==> config.mk <==
export PLATFORM = sky130hd
export DESIGN_NAME = sprite_pixel_blitter
export DESIGN_NICKNAME = d
export VERILOG_FILES = /design/src/design/spb_pkg.sv /design/src/design/sprite_pixel_blitter.sv /design/src/design/spb_circle.sv
export VERILOG_INCLUDE_DIRS = /design/src /design/src/design
export SDC_FILE = /design/constraint.sdc
export NUM_CORES = 2
export LEC_CHECK = 0
export BUFFER_PORTS_ARGS = -buffer_cell sky130_fd_sc_hd__buf_2
export CORE_MARGIN = 5
export CORE_UTILIZATION = 45
export CTS_CLUSTER_SIZE = 16
export DETAILED_ROUTE_END_ITERATION = 8
export PLACE_DENSITY = 0.72
export SYNTH_ARGS = -nofsm -noshare
export SYNTH_HDL_FRONTEND = slang
export SYNTH_SLANG_ARGS = --single-unit
==> constraint.sdc <==
create_clock -name clk -period 14.1 [get_ports clk]
set_clock_uncertainty 0.2 [all_clocks]
set_input_delay 1.41 -clock clk [delete_from_list [all_inputs] [get_ports clk]]
set_output_delay 1.41 -clock clk [all_outputs]
set_load 0.1 [all_outputs]
==> src/design/sprite_pixel_blitter_assert.svh <==
// Assertion macros used by the sprite pixel blitter top level.
// Needs only the clock and reset names passed in by the including module.
`ifndef SPRITE_PIXEL_BLITTER_ASSERT_SVH
`define SPRITE_PIXEL_BLITTER_ASSERT_SVH

// Same-cycle implication, checked out of reset.
`define SPB_ASSERT_NOW(lbl, clk, rst_n, ante, cons, msg) \
  lbl: assert property (@(posedge clk) disable iff (!rst_n) (ante) |-> (cons)) \
    else $error(msg);

// Next-cycle implication, checked out of reset.
`define SPB_ASSERT_NEXT(lbl, clk, rst_n, ante, cons, msg) \
  lbl: assert property (@(posedge clk) disable iff (!rst_n) (ante) |=> (cons)) \
    else $error(msg);

`endif

==> src/design/spb_pkg.sv <==
// Shared types and constants for the sprite pixel blitter.
// No dependencies; imported by every module of the block.
package spb_pkg;

  localparam int DEF_MAX_FRAME_DIM  = 4096;
  localparam int DEF_MAX_SPRITE_DIM = 4096;

  localparam int CFG_W   = 13;
  localparam int CIDX_W  = 2;
  localparam int ORIG_W  = 16;
  localparam int OFF_W   = 12;
  localparam int SDIM_W  = 13;
  localparam int RAD_W   = 11;
  localparam int COLOR_W = 32;
  localparam int ADDR_W  = 24;
  localparam int COORD_W = ORIG_W + 1;
  localparam int RGB_W   = 24;
  localparam int SQ_W    = 2 * OFF_W;
  localparam int RSQ_W   = 2 * RAD_W;

  localparam logic [CFG_W-1:0] FRAME_WIDTH_RESET  = 13'd640;
  localparam logic [CFG_W-1:0] FRAME_HEIGHT_RESET = 13'd480;
  localparam logic [7:0]       ALPHA_OPAQUE       = 8'hFF;

  typedef enum logic [CIDX_W-1:0] {
    CFG_FRAME_WIDTH  = 2'd0,
    CFG_FRAME_HEIGHT = 2'd1
  } cfg_index_t;

  typedef enum logic [1:0] {
    KIND_BITMAP = 2'd0,
    KIND_RECT   = 2'd1,
    KIND_CIRCLE = 2'd2
  } shape_kind_t;

  // Operands of the circle distance test: distances from the center.
  typedef struct packed {
    logic [OFF_W-1:0] abs_ex;
    logic [OFF_W-1:0] abs_ey;
    logic [RAD_W-1:0] radius;
  } circ_in_t;

endpackage

==> src/design/sprite_pixel_blitter.sv <==
// Sprite pixel blitter top level: clipping, shape tests and frame addressing.
// Depends on spb_pkg, spb_circle and sprite_pixel_blitter_assert.svh.
//
//   Channel  Direction  Handshake          Transaction
//   in       input      in_valid/in_stall  one sprite fragment
//   out      output     out_valid/out_stall one write decision with address and color
//   cfg      input      cfg_wr_en          one frame size register write
//
// out_valid rises once a fragment has passed every register stage; one fragment is
// accepted every cycle unless a stalled result holds the pipeline.
// The four register stages are coordinate add, clip and squares, address multiply and
// distance compare, and address add into the output register.
// rst_n is synchronous and clears all valid bits and the frame size registers to 640x480.
// A stall on a waiting result freezes every stage together and is passed back as in_stall
// in the same cycle; nothing is dropped or repeated.
module sprite_pixel_blitter
  import spb_pkg::*;
#(
  parameter int MAX_FRAME_DIM  = DEF_MAX_FRAME_DIM,
  parameter int MAX_SPRITE_DIM = DEF_MAX_SPRITE_DIM
) (
  input  logic                clk,
  input  logic                rst_n,
  // Configuration port
  input  logic                cfg_wr_en,
  input  logic [CIDX_W-1:0]   cfg_index,
  input  logic [CFG_W-1:0]    cfg_data,
  // Fragment input
  input  logic                in_valid,
  output logic                in_stall,
  input  logic [1:0]          in_shape_kind,
  input  logic [ORIG_W-1:0]   in_origin_x,
  input  logic [ORIG_W-1:0]   in_origin_y,
  input  logic [OFF_W-1:0]    in_offset_x,
  input  logic [OFF_W-1:0]    in_offset_y,
  input  logic [SDIM_W-1:0]   in_sprite_width,
  input  logic [SDIM_W-1:0]   in_sprite_height,
  input  logic [RAD_W-1:0]    in_circle_radius,
  input  logic [COLOR_W-1:0]  in_shape_color,
  input  logic                in_fill_enable,
  input  logic [COLOR_W-1:0]  in_texel,
  // Pixel write output
  output logic                out_valid,
  input  logic                out_stall,
  output logic                out_write_enable,
  output logic [ADDR_W-1:0]   out_pixel_address,
  output logic [COLOR_W-1:0]  out_pixel_color
);

`include "sprite_pixel_blitter_assert.svh"

  // Saturated frame and sprite dimensions need enough bits to hold the maximum.
  localparam int FDW = $clog2(MAX_FRAME_DIM + 1);
  localparam int SDW = $clog2(MAX_SPRITE_DIM + 1);
  localparam int PW  = 2 * FDW;

  // ---------------------------------------------------------------------------
  // Config registers: the user must write only while the pipeline is empty; not enforced.
  // ---------------------------------------------------------------------------
  logic [CFG_W-1:0] frame_width_r, frame_height_r;

  always_ff @(posedge clk) begin
    if (!rst_n) begin
      frame_width_r  <= FRAME_WIDTH_RESET;
      frame_height_r <= FRAME_HEIGHT_RESET;
    end else if (cfg_wr_en) begin
      unique case (cfg_index)
        CFG_FRAME_WIDTH:  frame_width_r  <= cfg_data;
        CFG_FRAME_HEIGHT: frame_height_r <= cfg_data;
        default: ;
      endcase
    end
  end

  // Sizes above the supported maximum clamp to it for clipping and stride.
  logic [FDW-1:0] fw_sat, fh_sat;

  always_comb begin
    if (int'(frame_width_r) > MAX_FRAME_DIM) begin
      fw_sat = FDW'(MAX_FRAME_DIM);
    end else begin
      fw_sat = FDW'(frame_width_r);
    end
    if (int'(frame_height_r) > MAX_FRAME_DIM) begin
      fh_sat = FDW'(MAX_FRAME_DIM);
    end else begin
      fh_sat = FDW'(frame_height_r);
    end
  end

  // ---------------------------------------------------------------------------
  // Flow control. The whole pipeline advances as one unless a finished result
  // sits in the output register and the consumer stalls it.
  // ---------------------------------------------------------------------------
  logic en;
  logic out_valid_r;

  assign en       = !out_valid_r || !out_stall;
  assign in_stall = !en;

  // ---------------------------------------------------------------------------
  // Stage 1: frame coordinates, rectangle border test, bitmap alpha test and
  // distances from the circle center.
  // ---------------------------------------------------------------------------
  logic [SDW-1:0] sw_sat, sh_sat;
  logic           rect_hit_nxt;
  logic           alpha_nz_nxt;
  logic [RGB_W-1:0] color_nxt;
  logic signed [COORD_W-1:0] fx_nxt, fy_nxt;
  circ_in_t       circ_nxt;

  always_comb begin
    if (int'(in_sprite_width) > MAX_SPRITE_DIM) begin
      sw_sat = SDW'(MAX_SPRITE_DIM);
    end else begin
      sw_sat = SDW'(in_sprite_width);
    end
    if (int'(in_sprite_height) > MAX_SPRITE_DIM) begin
      sh_sat = SDW'(MAX_SPRITE_DIM);
    end else begin
      sh_sat = SDW'(in_sprite_height);
    end

    fx_nxt = $signed({in_origin_x[ORIG_W-1], in_origin_x}) +
             $signed({{(COORD_W-OFF_W){1'b0}}, in_offset_x});
    fy_nxt = $signed({in_origin_y[ORIG_W-1], in_origin_y}) +
             $signed({{(COORD_W-OFF_W){1'b0}}, in_offset_y});

    // A zero-sized rectangle fails the range test, so the border compare
    // against size minus one never matters there.
    rect_hit_nxt = (int'(in_offset_x) < int'(sw_sat)) &&
                   (int'(in_offset_y) < int'(sh_sat)) &&
                   (in_fill_enable || (in_offset_x == '0) || (in_offset_y == '0) ||
                    (int'(in_offset_x) == int'(sw_sat) - 1) ||
                    (int'(in_offset_y) == int'(sh_sat) - 1));

    alpha_nz_nxt = (in_texel[COLOR_W-1:RGB_W] != '0);

    if (in_shape_kind == KIND_BITMAP) begin
      color_nxt = in_texel[RGB_W-1:0];
    end else begin
      color_nxt = in_shape_color[RGB_W-1:0];
    end

    // The center sits at (radius, radius); only magnitudes are squared later.
    if ((OFF_W+1)'(in_offset_x) >= (OFF_W+1)'(in_circle_radius)) begin
      circ_nxt.abs_ex = OFF_W'((OFF_W+1)'(in_offset_x) - (OFF_W+1)'(in_circle_radius));
    end else begin
      circ_nxt.abs_ex = OFF_W'((OFF_W+1)'(in_circle_radius) - (OFF_W+1)'(in_offset_x));
    end
    if ((OFF_W+1)'(in_offset_y) >= (OFF_W+1)'(in_circle_radius)) begin
      circ_nxt.abs_ey = OFF_W'((OFF_W+1)'(in_offset_y) - (OFF_W+1)'(in_circle_radius));
    end else begin
      circ_nxt.abs_ey = OFF_W'((OFF_W+1)'(in_circle_radius) - (OFF_W+1)'(in_offset_y));
    end
    circ_nxt.radius = in_circle_radius;
  end

  logic                      s1_valid_r;
  logic [1:0]                s1_kind_r;
  logic signed [COORD_W-1:0] s1_fx_r, s1_fy_r;
  logic                      s1_rect_hit_r, s1_alpha_nz_r;
  logic [RGB_W-1:0]          s1_color_r;
  circ_in_t                  s1_circ_r;

  always_ff @(posedge clk) begin
    if (!rst_n) begin
      s1_valid_r <= 1'b0;
    end else if (en) begin
      s1_valid_r <= in_valid;
    end
  end

  always_ff @(posedge clk) begin
    if (en) begin
      s1_kind_r     <= in_shape_kind;
      s1_fx_r       <= fx_nxt;
      s1_fy_r       <= fy_nxt;
      s1_rect_hit_r <= rect_hit_nxt;
      s1_alpha_nz_r <= alpha_nz_nxt;
      s1_color_r    <= color_nxt;
      s1_circ_r     <= circ_nxt;
    end
  end

  // ---------------------------------------------------------------------------
  // Stage 2: frame clipping. The circle unit squares its operands in parallel.
  // ---------------------------------------------------------------------------
  logic inside_nxt;

  assign inside_nxt = !s1_fx_r[COORD_W-1] && !s1_fy_r[COORD_W-1] &&
                      (int'(s1_fx_r) < int'(fw_sat)) && (int'(s1_fy_r) < int'(fh_sat));

  logic             s2_valid_r;
  logic [1:0]       s2_kind_r;
  logic             s2_inside_r, s2_rect_hit_r, s2_alpha_nz_r;
  logic [FDW-1:0]   s2_fx_r, s2_fy_r;
  logic [RGB_W-1:0] s2_color_r;

  always_ff @(posedge clk) begin
    if (!rst_n) begin
      s2_valid_r <= 1'b0;
    end else if (en) begin
      s2_valid_r <= s1_valid_r;
    end
  end

  // Inside the frame both coordinates are below the clamped size, so the low
  // bits carry them exactly; outside, the address is discarded anyway.
  always_ff @(posedge clk) begin
    if (en) begin
      s2_kind_r     <= s1_kind_r;
      s2_inside_r   <= inside_nxt;
      s2_rect_hit_r <= s1_rect_hit_r;
      s2_alpha_nz_r <= s1_alpha_nz_r;
      s2_fx_r       <= s1_fx_r[FDW-1:0];
      s2_fy_r       <= s1_fy_r[FDW-1:0];
      s2_color_r    <= s1_color_r;
    end
  end

  // ---------------------------------------------------------------------------
  // Stage 3: row times stride. The circle unit finishes its compare here.
  // ---------------------------------------------------------------------------
  logic [PW-1:0] prod_nxt;

  assign prod_nxt = PW'(s2_fy_r) * PW'(fw_sat);

  logic             s3_valid_r;
  logic [1:0]       s3_kind_r;
  logic             s3_inside_r, s3_rect_hit_r, s3_alpha_nz_r;
  logic [PW-1:0]    s3_prod_r;
  logic [FDW-1:0]   s3_fx_r;
  logic [RGB_W-1:0] s3_color_r;
  logic             circ_hit;

  spb_circle u_circle (
    .clk    (clk),
    .en     (en),
    .circ_i (s1_circ_r),
    .hit_o  (circ_hit)
  );

  always_ff @(posedge clk) begin
    if (!rst_n) begin
      s3_valid_r <= 1'b0;
    end else if (en) begin
      s3_valid_r <= s2_valid_r;
    end
  end

  always_ff @(posedge clk) begin
    if (en) begin
      s3_kind_r     <= s2_kind_r;
      s3_inside_r   <= s2_inside_r;
      s3_rect_hit_r <= s2_rect_hit_r;
      s3_alpha_nz_r <= s2_alpha_nz_r;
      s3_prod_r     <= prod_nxt;
      s3_fx_r       <= s2_fx_r;
      s3_color_r    <= s2_color_r;
    end
  end

  // ---------------------------------------------------------------------------
  // Stage 4: draw decision and final address add into the output register.
  // The unused shape code never draws. A fragment that is not drawn reports
  // zero address and zero color.
  // ---------------------------------------------------------------------------
  logic              draw_nxt;
  logic              shape_hit;
  logic [31:0]       addr_sum;
  logic [ADDR_W-1:0] addr_nxt;
  logic [COLOR_W-1:0] color_out_nxt;

  always_comb begin
    case (s3_kind_r)
      KIND_BITMAP: shape_hit = s3_alpha_nz_r;
      KIND_RECT:   shape_hit = s3_rect_hit_r;
      KIND_CIRCLE: shape_hit = circ_hit;
      default:     shape_hit = 1'b0;
    endcase
    draw_nxt = s3_inside_r && shape_hit;
    addr_sum = 32'(s3_prod_r) + 32'(s3_fx_r);
    if (draw_nxt) begin
      addr_nxt      = addr_sum[ADDR_W-1:0];
      color_out_nxt = {ALPHA_OPAQUE, s3_color_r};
    end else begin
      addr_nxt      = '0;
      color_out_nxt = '0;
    end
  end

  logic               out_we_r;
  logic [ADDR_W-1:0]  out_addr_r;
  logic [COLOR_W-1:0] out_color_r;

  always_ff @(posedge clk) begin
    if (!rst_n) begin
      out_valid_r <= 1'b0;
    end else if (en) begin
      out_valid_r <= s3_valid_r;
    end
  end

  always_ff @(posedge clk) begin
    if (en) begin
      out_we_r    <= draw_nxt;
      out_addr_r  <= addr_nxt;
      out_color_r <= color_out_nxt;
    end
  end

  assign out_valid         = out_valid_r;
  assign out_write_enable  = out_we_r;
  assign out_pixel_address = out_addr_r;
  assign out_pixel_color   = out_color_r;

  // ---------------------------------------------------------------------------
  // Assertions
  // ---------------------------------------------------------------------------
  `SPB_ASSERT_NOW(a_quiet_when_not_drawn, clk, rst_n,
    out_valid_r && !out_we_r, (out_addr_r == '0) && (out_color_r == '0),
    "fragment not drawn but address or color nonzero")
  `SPB_ASSERT_NOW(a_opaque_when_drawn, clk, rst_n,
    out_valid_r && out_we_r, out_color_r[COLOR_W-1:RGB_W] == ALPHA_OPAQUE,
    "drawn pixel color is not opaque")
  `SPB_ASSERT_NEXT(a_stage_advance, clk, rst_n,
    en && s3_valid_r, out_valid_r,
    "fragment lost between stage three and the output register")
  `SPB_ASSERT_NEXT(a_stall_freezes_pipe, clk, rst_n,
    !en, (s1_valid_r == $past(s1_valid_r)) && (s3_valid_r == $past(s3_valid_r)),
    "pipeline moved while the output was stalled")

endmodule

==> src/design/spb_circle.sv <==
// Two-stage circle inclusion test: squares, then sum and compare.
// Depends on spb_pkg for widths and the operand struct.
module spb_circle
  import spb_pkg::*;
(
  input  logic     clk,
  input  logic     en,
  input  circ_in_t circ_i,
  output logic     hit_o
);

  logic [SQ_W-1:0]  sq_x_nxt, sq_y_nxt;
  logic [RSQ_W-1:0] sq_r_nxt;
  logic [SQ_W-1:0]  sq_x_r, sq_y_r;
  logic [RSQ_W-1:0] sq_r_r;
  logic             hit_r;
  logic             hit_nxt;

  assign sq_x_nxt = SQ_W'(circ_i.abs_ex) * SQ_W'(circ_i.abs_ex);
  assign sq_y_nxt = SQ_W'(circ_i.abs_ey) * SQ_W'(circ_i.abs_ey);
  assign sq_r_nxt = RSQ_W'(circ_i.radius) * RSQ_W'(circ_i.radius);

  // Sum needs one more bit than either square.
  assign hit_nxt = ((SQ_W+1)'(sq_x_r) + (SQ_W+1)'(sq_y_r)) <= (SQ_W+1)'(sq_r_r);

  always_ff @(posedge clk) begin
    if (en) begin
      sq_x_r <= sq_x_nxt;
      sq_y_r <= sq_y_nxt;
      sq_r_r <= sq_r_nxt;
      hit_r  <= hit_nxt;
    end
  end

  assign hit_o = hit_r;

endmodule
==> out/results.txt <==
status = finished clean
core area = 78740 um^2
final setup TNS = 0 ps
Yosys cell types = 85
headroom to the max-slew limit = 26.84%
crit share post-route = 52.44%
Setup CP Type = reg -> reg
Post-synth EDFFs = 335
r2r setup slk = 6710 ps
Post-Syn Nets = 4434
top cells by count, synth = inv_1, ha_1, fa_1
fin. max-slew vios = 0
Routed WL = 76.36 mm
gr ovfl total = 0
CTS clk-pin slew, worst paths = 60 ps
predominant post-synthesis flop cell = edfxtp_1
Pre-Repair DR Iteration Count = 5
Die Ht = 291.3 um
nets = 4615
fin util = 49.64%
register area share after synthesis = 29.94%
setup bufs post-CTS = 0
clock root buffer = clkbuf_16
area leader, netlist = edfxtp_1
Cell Area, Synth = 35600 um^2
TritonCTS Sinks = 365
DR vias = 24.56k
H-tree depth = 2
global-route usage over all layers = 18.10%
Clock Path Buffers = 3
Max-Cap Viols = 0
# hold bufs at CTS = 0
WP data required = 14180 ps
Vias per Instance = 5.151
critical path capture point type = register
register bit total from synthesis = 365
Cells after Synth = 3504
Least-Margin Pin Slew = 1095 ps
placer congestion estimate = 0.9293
Yosys top cell area share = 28.26%
DIE AREA = 84840 um^2
Post-Place Cells = 4693
clock latency on the worst-skew pair = 560 ps
Top Ports = 239
most numerous cell in the Yosys netlist = inv_1
I/O Buffers = 230
die width = 291.3 um
startpoint types = register
# setup viols final = 0
launching point of the worst reg2reg path = frame_width_r[12]$_SDFFE_PN0P_
reg2reg path depth = 21
routed length per placed instance = 16.02 um
worst-path maximum fanout = 19
initial antenna violation count = 4
Yosys warnings = 0
R2R Path End = s3_prod_r[23]$_DFFE_PN_
ratio of cells with drive above 1 in the final layout = 9.666%
Hold Path Origin = s2_kind_r[1]$_DFFE_PN_
vias in the first global route = 25.03k
crit path time final = 7395 ps
CTS Buf Count = 40
Post-Layout Cell Count = 4767
initial core utilization = 45.21%
drt drc = 0
pin count of the biggest net entering global routing = 85
f_max = 0.1352 GHz
asr flop ratio synth = 0%
synthesis-to-layout area growth = 9.788%
WP data arrival = 7470 ps
CTS tree = built
ranking of synthesized cells by area = edfxtp_1, fa_1, ha_1
drt initial violations = 1128
first-pass GRT wire length = 126.8 mm
min-delay worst type = reg -> reg
Mapped Avg Cell Area = 10.16 um^2
Routed Antenna Nets = 0
hold depth = 0
Core Rows = 103
Resized cells post-CTS = 0
dpl hpwl = 62.20 mm
Min-Delay Endpoint = s3_kind_r[1]$_DFFE_PN_
final hold vios = 0
RSZ-0062 raised after global routing = no
kinds of logic after synthesis:
group | share of synthesized area [%]
fa+ha+maj | 33.66
buf+inv | 7.240
mux | 1.490
simple gates | 14.28
xor+xnor | 4.502
compound gates | 8.892
flops | 29.94
state kept, by name, indices dropped and copies added, names as in the netlist, 2 cells and up:
signal,cells
s1_fy_r,17
s3_kind_r,2
s1_color_r,24
u_circle.sq_r_r,21
s3_color_r,24
s2_fy_r,13
u_circle.sq_y_r,23
s1_fx_r,17
out_pixel_address,24
out_pixel_color,25
s2_kind_r,2
s3_fx_r,13
u_circle.sq_x_r,23
s2_color_r,24
s2_fx_r,13
s3_prod_r,24
s1_circ_r,35
s1_kind_r,2
frame_width_r,13
frame_height_r,13
critical path: stages (launching register included):
cell       delay (ps)
dfxtp_1           400
buf_4             240
nor2b_1           850
nand2_1           190
fa_1              540
inv_1              50
fa_1              490
inv_1              60
fa_1              550
fa_1              420
fa_1              490
inv_1              40
ha_1              320
a21o_1            200
a21o_1            200
a21o_1            190
a2111oi_0         830
o31a_1            280
o21ai_1           100
a31o_1            220
a21oi_1           170
xnor2_1            90
layer usage:
metal	track usage [%]	part of all wire [%]	vias up
met5	0	0.017	-
met2	30.44	47	551
met4	5.800	3.5	2
met1	24.21	44	11890
li1	-	-	11980
met3	2.800	5.5	130
placed cells by master, fill, tap and decap left out, types with 18 or more instances in the layout:
| cell type | count |
|---|---|
| edfxtp_1 | 335 |
| a211oi_1 | 18 |
| nand2_1 | 293 |
| a21o_1 | 49 |
| nor3_1 | 50 |
| o21ai_1 | 34 |
| clkbuf_16 | 41 |
| and2_1 | 245 |
| nand2b_1 | 49 |
| nor4_1 | 22 |
| nor2b_1 | 51 |
| a31oi_1 | 18 |
| buf_2 | 230 |
| inv_1 | 570 |
| mux2_2 | 28 |
| a21boi_0 | 24 |
| xor2_1 | 52 |
| dfxtp_1 | 30 |
| a21oi_1 | 139 |
| o21a_1 | 21 |
| xnor2_1 | 131 |
| o21ai_0 | 56 |
| nand3_1 | 45 |
| fa_1 | 346 |
| ha_1 | 404 |
| nor2_1 | 154 |
per-stage QoR:
stage	setup slack [ps]	area, um^2	hold WS (ps)
2_1_floorplan	373.4	35600	200.3
3_3_place_gp	6895	37750	200.7
3_5_place_dp	6834	37750	204.5
4_1_cts	6811	39080	213.3
5_1_grt	6436	39080	221.1
6_report	6705	39090	211.3
how the worst max path moves through the flow:
stage	from	end	slack (ps)	depth (start not counted)
final	frame_width_r[12]$_SDFFE_PN0P_	s3_prod_r[23]$_DFFE_PN_	6710	21
after global routing	frame_width_r[12]$_SDFFE_PN0P_	s3_prod_r[23]$_DFFE_PN_	6440	23
after CTS	frame_width_r[12]$_SDFFE_PN0P_	s3_prod_r[23]$_DFFE_PN_	6810	21
after detailed placement	frame_width_r[12]$_SDFFE_PN0P_	s3_prod_r[23]$_DFFE_PN_	6830	21
after global placement	frame_width_r[12]$_SDFFE_PN0P_	s3_prod_r[23]$_DFFE_PN_	6890	21
after floorplan	out_stall	in_stall	370	2
area by class of cell:
class / instances / area, um^2
multi-input cells: 2463 / 22380
well taps: 1050 / 1314
diodes: 3 / 7.507
repair buffers: 244 / 1256
flip-flops and latches: 365 / 10660
fillers: 7116 / 39660
clock buffers: 49 / 1106
inverters: 571 / 2143
clock inverters: 22 / 221.5
Power is not shown: default switching activity piles up to over one toggle a cycle in this logic, so the estimate is an artifact.
